==> config.mk <==
export PLATFORM = sky130hd
export DESIGN_NAME = tcw_ctrl
export DESIGN_NICKNAME = d
export VERILOG_FILES = /design/src/tcw_pkg.sv /design/src/tcw_ctrl.sv
export SDC_FILE = /design/constraint.sdc
export NUM_CORES = 1
export LEC_CHECK = 0
export BUFFER_PORTS_ARGS = -buffer_cell sky130_fd_sc_hd__buf_2
export CORE_AREA = 2 2 39 41
export DETAILED_ROUTE_END_ITERATION = 16
export DIE_AREA = 0 0 41 43
export HOLD_SLACK_MARGIN = 0.08
export PLACE_DENSITY = 0.6
export SLEW_MARGIN = 5
export SYNTH_ARGS = -nofsm -noshare
export SYNTH_HDL_FRONTEND = slang
export SYNTH_SLANG_ARGS = --single-unit
export TNS_END_PERCENT = 50
==> constraint.sdc <==
create_clock -name clk -period 1.5 [get_ports clk]
set_input_delay 0.3 -clock clk [delete_from_list [all_inputs] [get_ports clk]]
set_output_delay 0.3 -clock clk [all_outputs]
set_load 0.02 [all_outputs]
==> src/tcw_pkg.sv <==
// Types and constants shared by the text console writer modules.
`timescale 1ns / 1ps
package tcw_pkg;

  localparam logic [1:0] OP_PUT   = 2'd0;
  localparam logic [1:0] OP_CLEAR = 2'd1;
  localparam logic [1:0] OP_READ  = 2'd2;

  localparam logic [7:0] NEWLINE_CODE = 8'd10;
  localparam logic [7:0] SPACE_CODE   = 8'd32;

  typedef struct packed {
    logic [1:0]  opcode;
    logic [7:0]  char_code;
    logic [7:0]  attribute;
    logic [10:0] cell_index;
  } request_t;

  typedef struct packed {
    logic [7:0]  cell_char;
    logic [7:0]  cell_attr;
    logic [10:0] cursor_pos;
    logic        scrolled;
  } result_t;

  typedef struct packed {
    logic load;
    logic init_step;
    logic exec;
    logic scroll_step;
    logic fill_step;
    logic clear_step;
    logic finish;
  } ctl_t;

  typedef struct packed {
    logic [1:0] op;
    logic       wrap;
    logic       init_last;
    logic       scroll_last;
    logic       fill_last;
    logic       clear_last;
  } sts_t;

endpackage

==> src/tcw_ctrl.sv <==
// Controller state machine of the text console writer.
`timescale 1ns / 1ps
module tcw_ctrl
  import tcw_pkg::*;
(
  input  logic clk,
  input  logic rst,
  input  logic start,
  input  sts_t sts,
  output ctl_t ctl,
  output logic busy,
  output logic done
);

  typedef enum logic [2:0] {
    S_INIT,
    S_IDLE,
    S_EXEC,
    S_SCROLL,
    S_FILL,
    S_CLEAR,
    S_FIN
  } state_t;

  state_t state;
  state_t state_next;

  always_comb begin
    ctl.load        = start && (state == S_IDLE);
    ctl.init_step   = (state == S_INIT);
    ctl.exec        = (state == S_EXEC);
    ctl.scroll_step = (state == S_SCROLL);
    ctl.fill_step   = (state == S_FILL);
    ctl.clear_step  = (state == S_CLEAR);
    ctl.finish      = (state == S_FIN);
  end

  always_comb begin
    state_next = state;
    unique case (state)
      S_INIT: begin
        if (sts.init_last) state_next = S_IDLE;
      end
      S_IDLE: begin
        if (start) state_next = S_EXEC;
      end
      S_EXEC: begin
        priority if (sts.op == OP_PUT && sts.wrap) state_next = S_SCROLL;
        else if (sts.op == OP_CLEAR) state_next = S_CLEAR;
        else state_next = S_FIN;
      end
      S_SCROLL: begin
        if (sts.scroll_last) state_next = S_FILL;
      end
      S_FILL: begin
        if (sts.fill_last) state_next = S_FIN;
      end
      S_CLEAR: begin
        if (sts.clear_last) state_next = S_FIN;
      end
      S_FIN: begin
        state_next = S_IDLE;
      end
      default: begin
        state_next = S_INIT;
      end
    endcase
  end

  always_ff @(posedge clk) begin
    if (rst) begin
      state <= S_INIT;
      busy  <= 1'b1;
      done  <= 1'b0;
    end else begin
      state <= state_next;
      busy  <= (state_next != S_IDLE);
      done  <= (state == S_FIN);
    end
  end

endmodule

# ---- After elaboration in Yosys (flattened, before gate mapping)
# Cells that the tools add are included.
dict set report totals {
  register_bits 5
  input_bits 10
  elab_cells 23
}
dict set report op_classes {
  eq_ne 8
  n_mux 8
  n_reduce_logical 4
}
# operator n
set op_table {}
lappend op_table {{$pmux 3 s7} 1}
lappend op_table {{$mux 3} 6}
lappend op_table {{$eq 3x3->1 const B} 3}
lappend op_table {{$eq 3x2->1 const B} 2}
lappend op_table {{$eq 3x1->1 const B} 1}
lappend op_table {{$logic_not 3->1} 1}
lappend op_table {{$ne 3x1->1 const B} 1}
lappend op_table {{$eq 2x1->1 const B} 1}
lappend op_table {{$logic_and 1x1->1} 2}
lappend op_table {{$logic_not 2->1} 1}
lappend op_table {{$mux 2} 1}

# ---- Longest topological paths before layout
# Gate-level depths: netlist (run 1).
dict set report depth {
  word_depth 5
  ltp_mapped 5
  depth_no_buf 4
}

# ---- Worst setup path before layout (run 1)
# OpenSTA, ideal clock, no wires.
dict set report synth_timing {
  path_kind {register to output}
  startpoint {reg state[0]}
  endpoint {out ctl[6] in the netlist's numbering}
  t_arrival_ns 1.026
  t_required_ns 1.200
  path_slack_ns 0.174
  stages_incl_launch_ff 4
  path_buffers 1
  cell_sequence {dfxtp_1 -> buf_6 -> nand2_1 -> nor3_1}
}
# element line
set synth_rtl {}
lappend synth_rtl {{from (decl)} tcw_ctrl.sv:25} ;# state_t state;
lappend synth_rtl {{from (signal assigned)} tcw_ctrl.sv:76} ;# state <= state_next;
lappend synth_rtl {{to (decl)} tcw_ctrl.sv:10} ;# output ctl_t ctl,

==> flow_summary.yaml, run 1 <==
clock_network:
  ctsResizeCount: 4
  htreeDepth: 1
  post_cts_buffers: 0
  clock_tree.root_cell: "clkbuf_4"
  cts_buffers: 3
  clock_latency_ps: 240
  clock-sinks: 5
  cts.path.max_buffers: 2
  path_clk_slew_ps: 40
  ctsHoldBuffers: 0
  cts_tree: "built"
logic_synthesis:
  syn_area_per_cell_um2: 7.79
  yosysWarnings: 0
  seq_area_frac_synth_pct: 28.6
  synth_cell_types: 23
  syn_inst: 45
  syn_area_um2: 350
  syn-num-nets: 55
  synth_seq_cells: 5
worst_hold_path:
  hold_path_depth: 2
  min-delay-path-class: "primary input to flop"
  min-delay-start: "rst"
  min_to: "done$_SDFF_PP0_"
timing:
  setup_viol: 0
  max_freq_ghz: 0.713
  finalHoldViolations: 0
  slew-limit-headroom_pct: 80.7
  timing.hold.ws_ps: 238
  maxSlewViolCount: 0
  tns_ps: 0
  layout_min_cycle_time_ps: 1400
  finalCritPeriodShare_pct: 93.5
  skew_ps: 2.58
  rsz0062_at_grt: "false"
  worst_pin_slew_ps: 289
global_route:
  antenna_found_initial: 0
  grt.overflow.total: 0
  grt_max_degree: 16
  grt_pass1_vias: 341
  grt_pass1_wl_um: 1300
  grt_usage_pct: 11.2
routing:
  post_drt_via_cell_ratio: 4.61
  drtIter0Drc: 4
  drtPass1Iterations: 2
  routed_wl_um: 810
  routedWlPerCell_um: 10.1
  antenna_left: 0
  drc: 0
  num_vias: 369
worst_setup_path:
  critPathBufInv: 2
  r2r-start: "state[0]$_SDFF_PP0_"
  path_cells: "inv_1 > and3_1 > buf_2"
  required_ps: 1200
  crit_family: "flip-flops"
  cpPeakStageDelay_ps: 430
  slowest_stage: "dfxtp_4"
  timing.rr.end: "busy$_SDFF_PP1_"
  crit_path_end_kind: "output pin"
  startpoint_type: "flop"
  cp.depth: 3
  crit_fanout: 15
  r2r_cells: 4
  r2r_slack_ps: 270
  critPathKind: "flop to output pin"
  worstPathArrival_ps: 1100
floorplanning:
  rows: 14
  die_w_um: 41
  die_height_um: 43
  core_um2: 1380
  ios: 19
  die-area_um2: 1760
  start_util_pct: 25.3
status:
  outcome: "finished clean"
placed_design:
  io_buffers: 18
  hpwl_um: 637
  place_area_um2: 437
  gp_congestion: 0.644
finish:
  drive_gt1_share_pct: 40.6
  nFillCells: 159
  fin_area_um2: 472
  nets: 75
  area_delta_synth_final_pct: 34.6
  seq_area_um2: 109
  antenna_cells: 0
  final_core_util_pct: 34.1
  multiInputGateArea_um2: 215
job:
  maxCapViolations: 0
pwr:
  total_power_uw: 787
  p_leak_nw: 0.222
  p_per_area_nw_per_um2: 1670
  max-vdd-ir-drop_uv: 531
where the power goes:
part / switching [mW] / internal, mW / total, mW
Clock: 0.0519 / 0.100 / 0.152
Sequential: 0.0870 / 0.187 / 0.274
Combinational: 0.205 / 0.156 / 0.360
Total: 0.343 / 0.444 / 0.787
cells in the mapped netlist:
cell      number  area (µm²)
buf_2          1        5.00
nand2b_1       3        18.8
o32a_1         1        10.0
mux2i_1        1        10.0
nor2_1         5        18.8
nor2b_1        3        18.8
nor3_1         4        20.0
a211oi_1       2        15.0
o21ai_1        1        5.00
nor4b_2        1        15.0
a21oi_1        3        15.0
o21bai_1       1        7.51
and3_1         1        6.26
a21o_1         1        7.51
buf_4          1        7.51
nand4b_1       1        8.76
nand2_1        2        7.51
buf_6          1        11.3
nand3b_1       1        7.51
dfxtp_1        5         100
inv_1          3        11.3
a21oi_2        1        8.76
nor3b_1        2        15.0
metal layers:
layer  vias up  wire length, µm  share of wire (%)  global-route usage (%)
li1        194                -                  -                       -
met1       164              357                 44                    10.6
met2        11              404                 50                    18.1
met3         0               48                5.9                    3.14
met4         0                0                  0                    10.0
met5         -                0                  0                       0
worst max-delay path by stage:
stage                   startpoint     end  slack (ps)
6_report       state[0]$_SDFF_PP0_  ctl[2]         100
5_1_grt        state[2]$_SDFF_PP0_  ctl[3]          10
4_1_cts        state[2]$_SDFF_PP0_  ctl[3]          70
3_5_place_dp   state[0]$_SDFF_PP0_  ctl[2]          60
3_3_place_gp   state[0]$_SDFF_PP0_  ctl[2]          90
2_1_floorplan  state[0]$_SDFF_PP0_  ctl[6]         170
placed cells by master, fill, tap and decap left out:
cell type / netlist / layout
nand3b_1: 1 / 1
a21oi_1: 3 / 3
clkbuf_4: 0 / 3
a211oi_1: 2 / 2
a21oi_2: 1 / 1
nor4b_2: 1 / 1
nand2b_1: 3 / 3
a21o_1: 1 / 1
nand4b_1: 1 / 1
buf_2: 1 / 18
o21bai_1: 1 / 1
inv_1: 3 / 3
mux2i_1: 1 / 1
dfxtp_1: 5 / 2
nor3_1: 4 / 4
and3_1: 1 / 1
nor3b_1: 2 / 2
dfxtp_4: 0 / 2
clkbuf_1: 0 / 1
nor2_1: 5 / 5
nor2b_1: 3 / 3
nand2_1: 2 / 2
o32a_1: 1 / 1
o21ai_1: 1 / 1
dfxtp_2: 0 / 1
logic make-up after synthesis:
logic type             after synthesis  synth area share (%)
AO/OA/AOI/OAI                       10                  19.6
buffers and inverters                6                  10.0
flip-flops                           5                  28.6
multiplexers                         1                  2.86
AND/OR/NAND/NOR                     23                  38.9
per-stage QoR:
stage	cells	setup slack [ps]
after global routing	80	11.8
final	80	96.8
after global placement	76	94.0
after detailed placement	76	63.5
after floorplan	45	174
after CTS	80	70.5
final cells by class:
class	count	area share, %
Tap cell	16	4.24
Multi-Input combinational cell	34	45.6
Clock buffer	4	5.57
Sequential cell	5	23.1
Timing Repair Buffer	18	19.1
Inverter	3	2.39
state kept, by name, summed over array words and instances (netlist names):
signal,cells
busy,1
done,1
state,3
Power figures use the tool's default switching activity.
==> run 2, diff against run 1 <==
--- a/config.mk
+++ b/config.mk
@@ -11,6 +11,7 @@
 export DIE_AREA = 0 0 41 43
 export HOLD_SLACK_MARGIN = 0.08
 export PLACE_DENSITY = 0.6
+export REMOVE_ABC_BUFFERS = 1
 export SLEW_MARGIN = 5
 export SYNTH_ARGS = -nofsm -noshare
 export SYNTH_HDL_FRONTEND = slang
==> run 2 against run 1 <==
Core utilization unchanged. Hold slack worse by 7.6 ps. Largest cell class unchanged. Largest power group unchanged. Total power up 0.29%.
==> flow_summary.yaml, run 2 (synthesized netlist as in run 1, its figures left out) <==
clock_network:
  clock-sinks: 5
  cts.path.max_buffers: 2
  cts_tree: "built"
  cts_buffers: 3
  clock_latency_ps: 240
  clock_tree.root_cell: "clkbuf_4"
  path_clk_slew_ps: 40
  htreeDepth: 1
  post_cts_buffers: 0
placed_design:
  dp_slack_ps: 89.1
  gp_congestion: 0.668
  io_buffers: 18
  place_area_um2: 437
  hpwl_um: 642
worst_hold_path:
  hold_path_depth: 2
  min-delay-path-class: "primary input to flop"
  min-delay-start: "rst"
  min_to: "done$_SDFF_PP0_"
floorplanning:
  die-area_um2: 1760
  rows: 14
  die_height_um: 43
  start_util_pct: 25.3
  core_um2: 1380
  die_w_um: 41
  ios: 19
worst_setup_path:
  timing.rr.end: "busy$_SDFF_PP1_"
  crit_family: "flip-flops"
  critPathKind: "flop to output pin"
  r2r_cells: 4
  path_cells: "nand2b_1 > nor2_1 > buf_2"
  crit_path_end_kind: "output pin"
  r2r_slack_ps: 280
  startpoint_type: "flop"
  crit_fanout: 12
  r2r-start: "state[0]$_SDFF_PP0_"
  critPathBufInv: 1
  worstPathArrival_ps: 1110
  cpPeakStageDelay_ps: 380
  slowest_stage: "dfxtp_4"
  cp.depth: 3
  required_ps: 1200
routing:
  antenna_left: 0
  routedWlPerCell_um: 9.95
  drc: 0
  drtIter0Drc: 1
  routed_wl_um: 796
  num_vias: 374
  post_drt_via_cell_ratio: 4.68
  drtPass1Iterations: 2
global_route:
  grt.overflow.total: 0
  grt_pass1_wl_um: 1240
  antenna_found_initial: 0
  grt_pass1_vias: 338
  grt_usage_pct: 11.1
  grt_max_degree: 16
finish:
  nFillCells: 165
  drive_gt1_share_pct: 40.6
  area_delta_synth_final_pct: 34.6
  largest_reg_flops: 3
  fin_area_um2: 472
  layout_commonest_cell: "buf_2"
  antenna_cells: 0
  nets: 75
  top_register: "state"
  mostFrequentLayoutCells: "buf_2 (18), nor2_1 (5), nor3_1 (4)"
  top_regs: "state (3), busy (1), done (1)"
timing:
  setup_viol: 0
  worst_pin_slew_ps: 270
  fin_ws_ps: 87.9
  timing.hold.ws_ps: 231
  skew_ps: 2.98
  finalCritPeriodShare_pct: 94.1
  layout_min_cycle_time_ps: 1410
  rsz0062_at_grt: "false"
  slew-limit-headroom_pct: 82.0
  finalHoldViolations: 0
  max_freq_ghz: 0.708
  maxSlewViolCount: 0
  tns_ps: 0
status:
  outcome: "finished clean"
job:
  maxCapViolations: 0
pwr:
  p_per_area_nw_per_um2: 1670
  p_leak_nw: 0.222
  max-vdd-ir-drop_uv: 592
-- run 2: cell counts in the layout (fill, tap and decap cells not counted) --
No cell type changed its count.
-- run 2: layout make-up --
class	instances	area (µm²)	area share (%)
Multi-Input combinational cell	34	215	45.6
Sequential cell	5	109	23.1
Timing Repair Buffer	18	90.1	19.1
Clock buffer	4	26.3	5.57
Tap cell	16	20.0	4.24
Inverter	3	11.3	2.39
-- run 2: repair_timing --
action | 4_1_cts | 5_1_grt
endpoints found under the setup margin | 6 | 5
gates resized for setup | 2 | 3
pin swaps | 0 | 0
hold buffers | 0 | 0
endpoints found under the hold margin | 0 | 0
-- run 2: how the worst max path moves through the flow --
stage	from	endpoint	slack, ps
after CTS	state[0]$_SDFF_PP0_	ctl[2]	0.8
after floorplan	state[0]$_SDFF_PP0_	ctl[6]	120
after global routing	state[2]$_SDFF_PP0_	ctl[3]	9
after global placement	state[0]$_SDFF_PP0_	ctl[2]	110
final	state[2]$_SDFF_PP0_	ctl[3]	90
after detailed placement	state[0]$_SDFF_PP0_	ctl[2]	90
-- run 2: routing by layer --
layer	vias to the layer above	GRT usage, %	routed length, µm
met1	163	10.3	331
met2	15	16.9	371
met5	-	0	0
met3	3	4.71	68
met4	0	10.0	25
li1	193	-	-
-- run 2: power breakdown --
part           total, mW  leakage, nW  internal [mW]  switching (mW)
Clock              0.154       0.0150          0.100          0.0532
Sequential         0.274       0.0427          0.188          0.0864
Combinational      0.362        0.165          0.156           0.206
-- run 2: stage by stage --
stage | cells | power [mW] | utilization [%]
floorplan | 42 | 0.508 | -
finish | 80 | 0.789 | 34.1
global placement | 76 | 0.624 | 31.6
global route | 80 | 0.870 | 34.1
detailed placement | 76 | 0.627 | 31.6
CTS | 80 | 0.792 | 33.6
==> run 3, diff against run 2 <==
--- a/config.mk
+++ b/config.mk
@@ -10,6 +10,7 @@
 export DETAILED_ROUTE_END_ITERATION = 16
 export DIE_AREA = 0 0 41 43
 export HOLD_SLACK_MARGIN = 0.08
+export MAX_ROUTING_LAYER = met4
 export PLACE_DENSITY = 0.6
 export REMOVE_ABC_BUFFERS = 1
 export SLEW_MARGIN = 5
==> run 3 against run 2 <==
Worst setup slack better by 2.9 ps. Critical path depth unchanged. Highest routed layer unchanged. Design area unchanged. Final cell count is the same. Critical path type unchanged. Total power shrank 0.26%. Combinational power is essentially flat. Maximum frequency rose by 0.21%. Clock-buffer cell count is the same. Non-clock buffer count did not move. Core utilization unchanged.
==> flow_summary.yaml, run 3 (synthesized netlist as in run 1, its figures left out) <==
status:
  outcome: "finished clean"
floorplanning:
  start_util_pct: 25.3
  core_um2: 1380
  die_w_um: 41
  die_height_um: 43
  die-area_um2: 1760
  rows: 14
  ios: 19
finish:
  top_regs: "state (3), busy (1), done (1)"
  antenna_cells: 0
  mostFrequentLayoutCells: "buf_2 (18), nor2_1 (5), nor3_1 (4)"
  nets: 75
  largest_reg_flops: 3
  final_core_util_pct: 34.1
  layout_commonest_cell: "buf_2"
  area_delta_synth_final_pct: 34.6
  drive_gt1_share_pct: 40.6
  top_register: "state"
  nFillCells: 165
  fin_cells: 80
global_route:
  grt_max_degree: 16
  antenna_found_initial: 0
  grt.overflow.total: 0
  grt_pass1_wl_um: 1240
  grt_pass1_vias: 337
  grt_usage_pct: 11.3
worst_hold_path:
  min-delay-path-class: "primary input to flop"
  min-delay-start: "rst"
routing:
  routed_wl_um: 798
  routedWlPerCell_um: 9.98
  drc: 0
  drtPass1Iterations: 2
  antenna_left: 0
  post_drt_via_cell_ratio: 4.61
  num_vias: 369
  drtIter0Drc: 1
clock_network:
  htreeDepth: 1
  ctsHoldBuffers: 0
  clock_latency_ps: 240
  path_clk_slew_ps: 40
  clock-sinks: 5
  cts_tree: "built"
  post_cts_buffers: 0
  ctsResizeCount: 2
  cts.path.max_buffers: 2
  clock_tree.root_cell: "clkbuf_4"
  cts_buffers: 3
timing:
  slew-limit-headroom_pct: 82.0
  finalHoldViolations: 0
  finalCritPeriodShare_pct: 93.9
  tns_ps: 0
  worst_pin_slew_ps: 270
  rsz0062_at_grt: "false"
  setup_viol: 0
  max_freq_ghz: 0.710
  layout_min_cycle_time_ps: 1410
  skew_ps: 1.16
  maxSlewViolCount: 0
worst_setup_path:
  slowest_stage: "dfxtp_4"
  r2r-start: "state[0]$_SDFF_PP0_"
  critPathBufInv: 1
  startpoint_type: "flop"
  crit_path_start: "state[2]$_SDFF_PP0_"
  crit_path_end_kind: "output pin"
  crit_fanout: 12
  worstPathArrival_ps: 1110
  path_cells: "nand2b_1 > nor2_1 > buf_2"
  required_ps: 1200
  cpPeakStageDelay_ps: 380
  critPathKind: "flop to output pin"
  crit_family: "flip-flops"
placed_design:
  dp_cells: 76
  io_buffers: 18
  gp_congestion: 0.675
  hpwl_um: 642
pwr:
  total_power_uw: 787
  max-vdd-ir-drop_uv: 592
  p_leak_nw: 0.222
  p_per_area_nw_per_um2: 1670
job:
  maxCapViolations: 0
run 3: cell counts in the layout (fill, tap and decap cells not counted):
No cell type changed its count.
run 3: report_power, final:
| part | internal, mW | total, mW | switching (mW) |
|---|---|---|---|
| registers | 0.188 | 0.274 | 0.0864 |
| logic | 0.156 | 0.362 | 0.206 |
| clock network | 0.100 | 0.152 | 0.0514 |
run 3: per-stage QoR:
stage | setup slack (ps) | cell area [µm²] | hold WS (ps)
after global placement | 110 | 437 | 486
after CTS | 0.807 | 465 | 227
final | 90.9 | 472 | 236
after global routing | 9.09 | 472 | 230
after floorplan | 120 | 327 | 377
after detailed placement | 89.1 | 437 | 487
run 3: path summary, 6_finish.rpt:
check	to	slack, ps	cells past startpoint
worst min-delay path	done$_SDFF_PP0_	240	2
worst min register to register	done$_SDFF_PP0_	550	1
worst max-delay path	ctl[3]	90	3
worst max register to register	busy$_SDFF_PP1_	280	4
run 3: per-layer routing:
metal  global-route usage (%)  up-vias  part of all wire (%)
li1                         -      193                     -
met1                     10.3      162                    42
met2                     16.9       12                    49
met3                     4.71        2                   7.4
met4                     10.0        0                   1.0
met5                        -        -                     0
run 3: layout make-up:
cell class / count / area [µm²] / share of cell area [%]
Inverter: 3 / 11.3 / 2.39
Tap cell: 16 / 20.0 / 4.24
Multi-Input combinational cell: 34 / 215 / 45.6
Timing Repair Buffer: 18 / 90.1 / 19.1
Sequential cell: 5 / 109 / 23.1
Clock buffer: 4 / 26.3 / 5.57
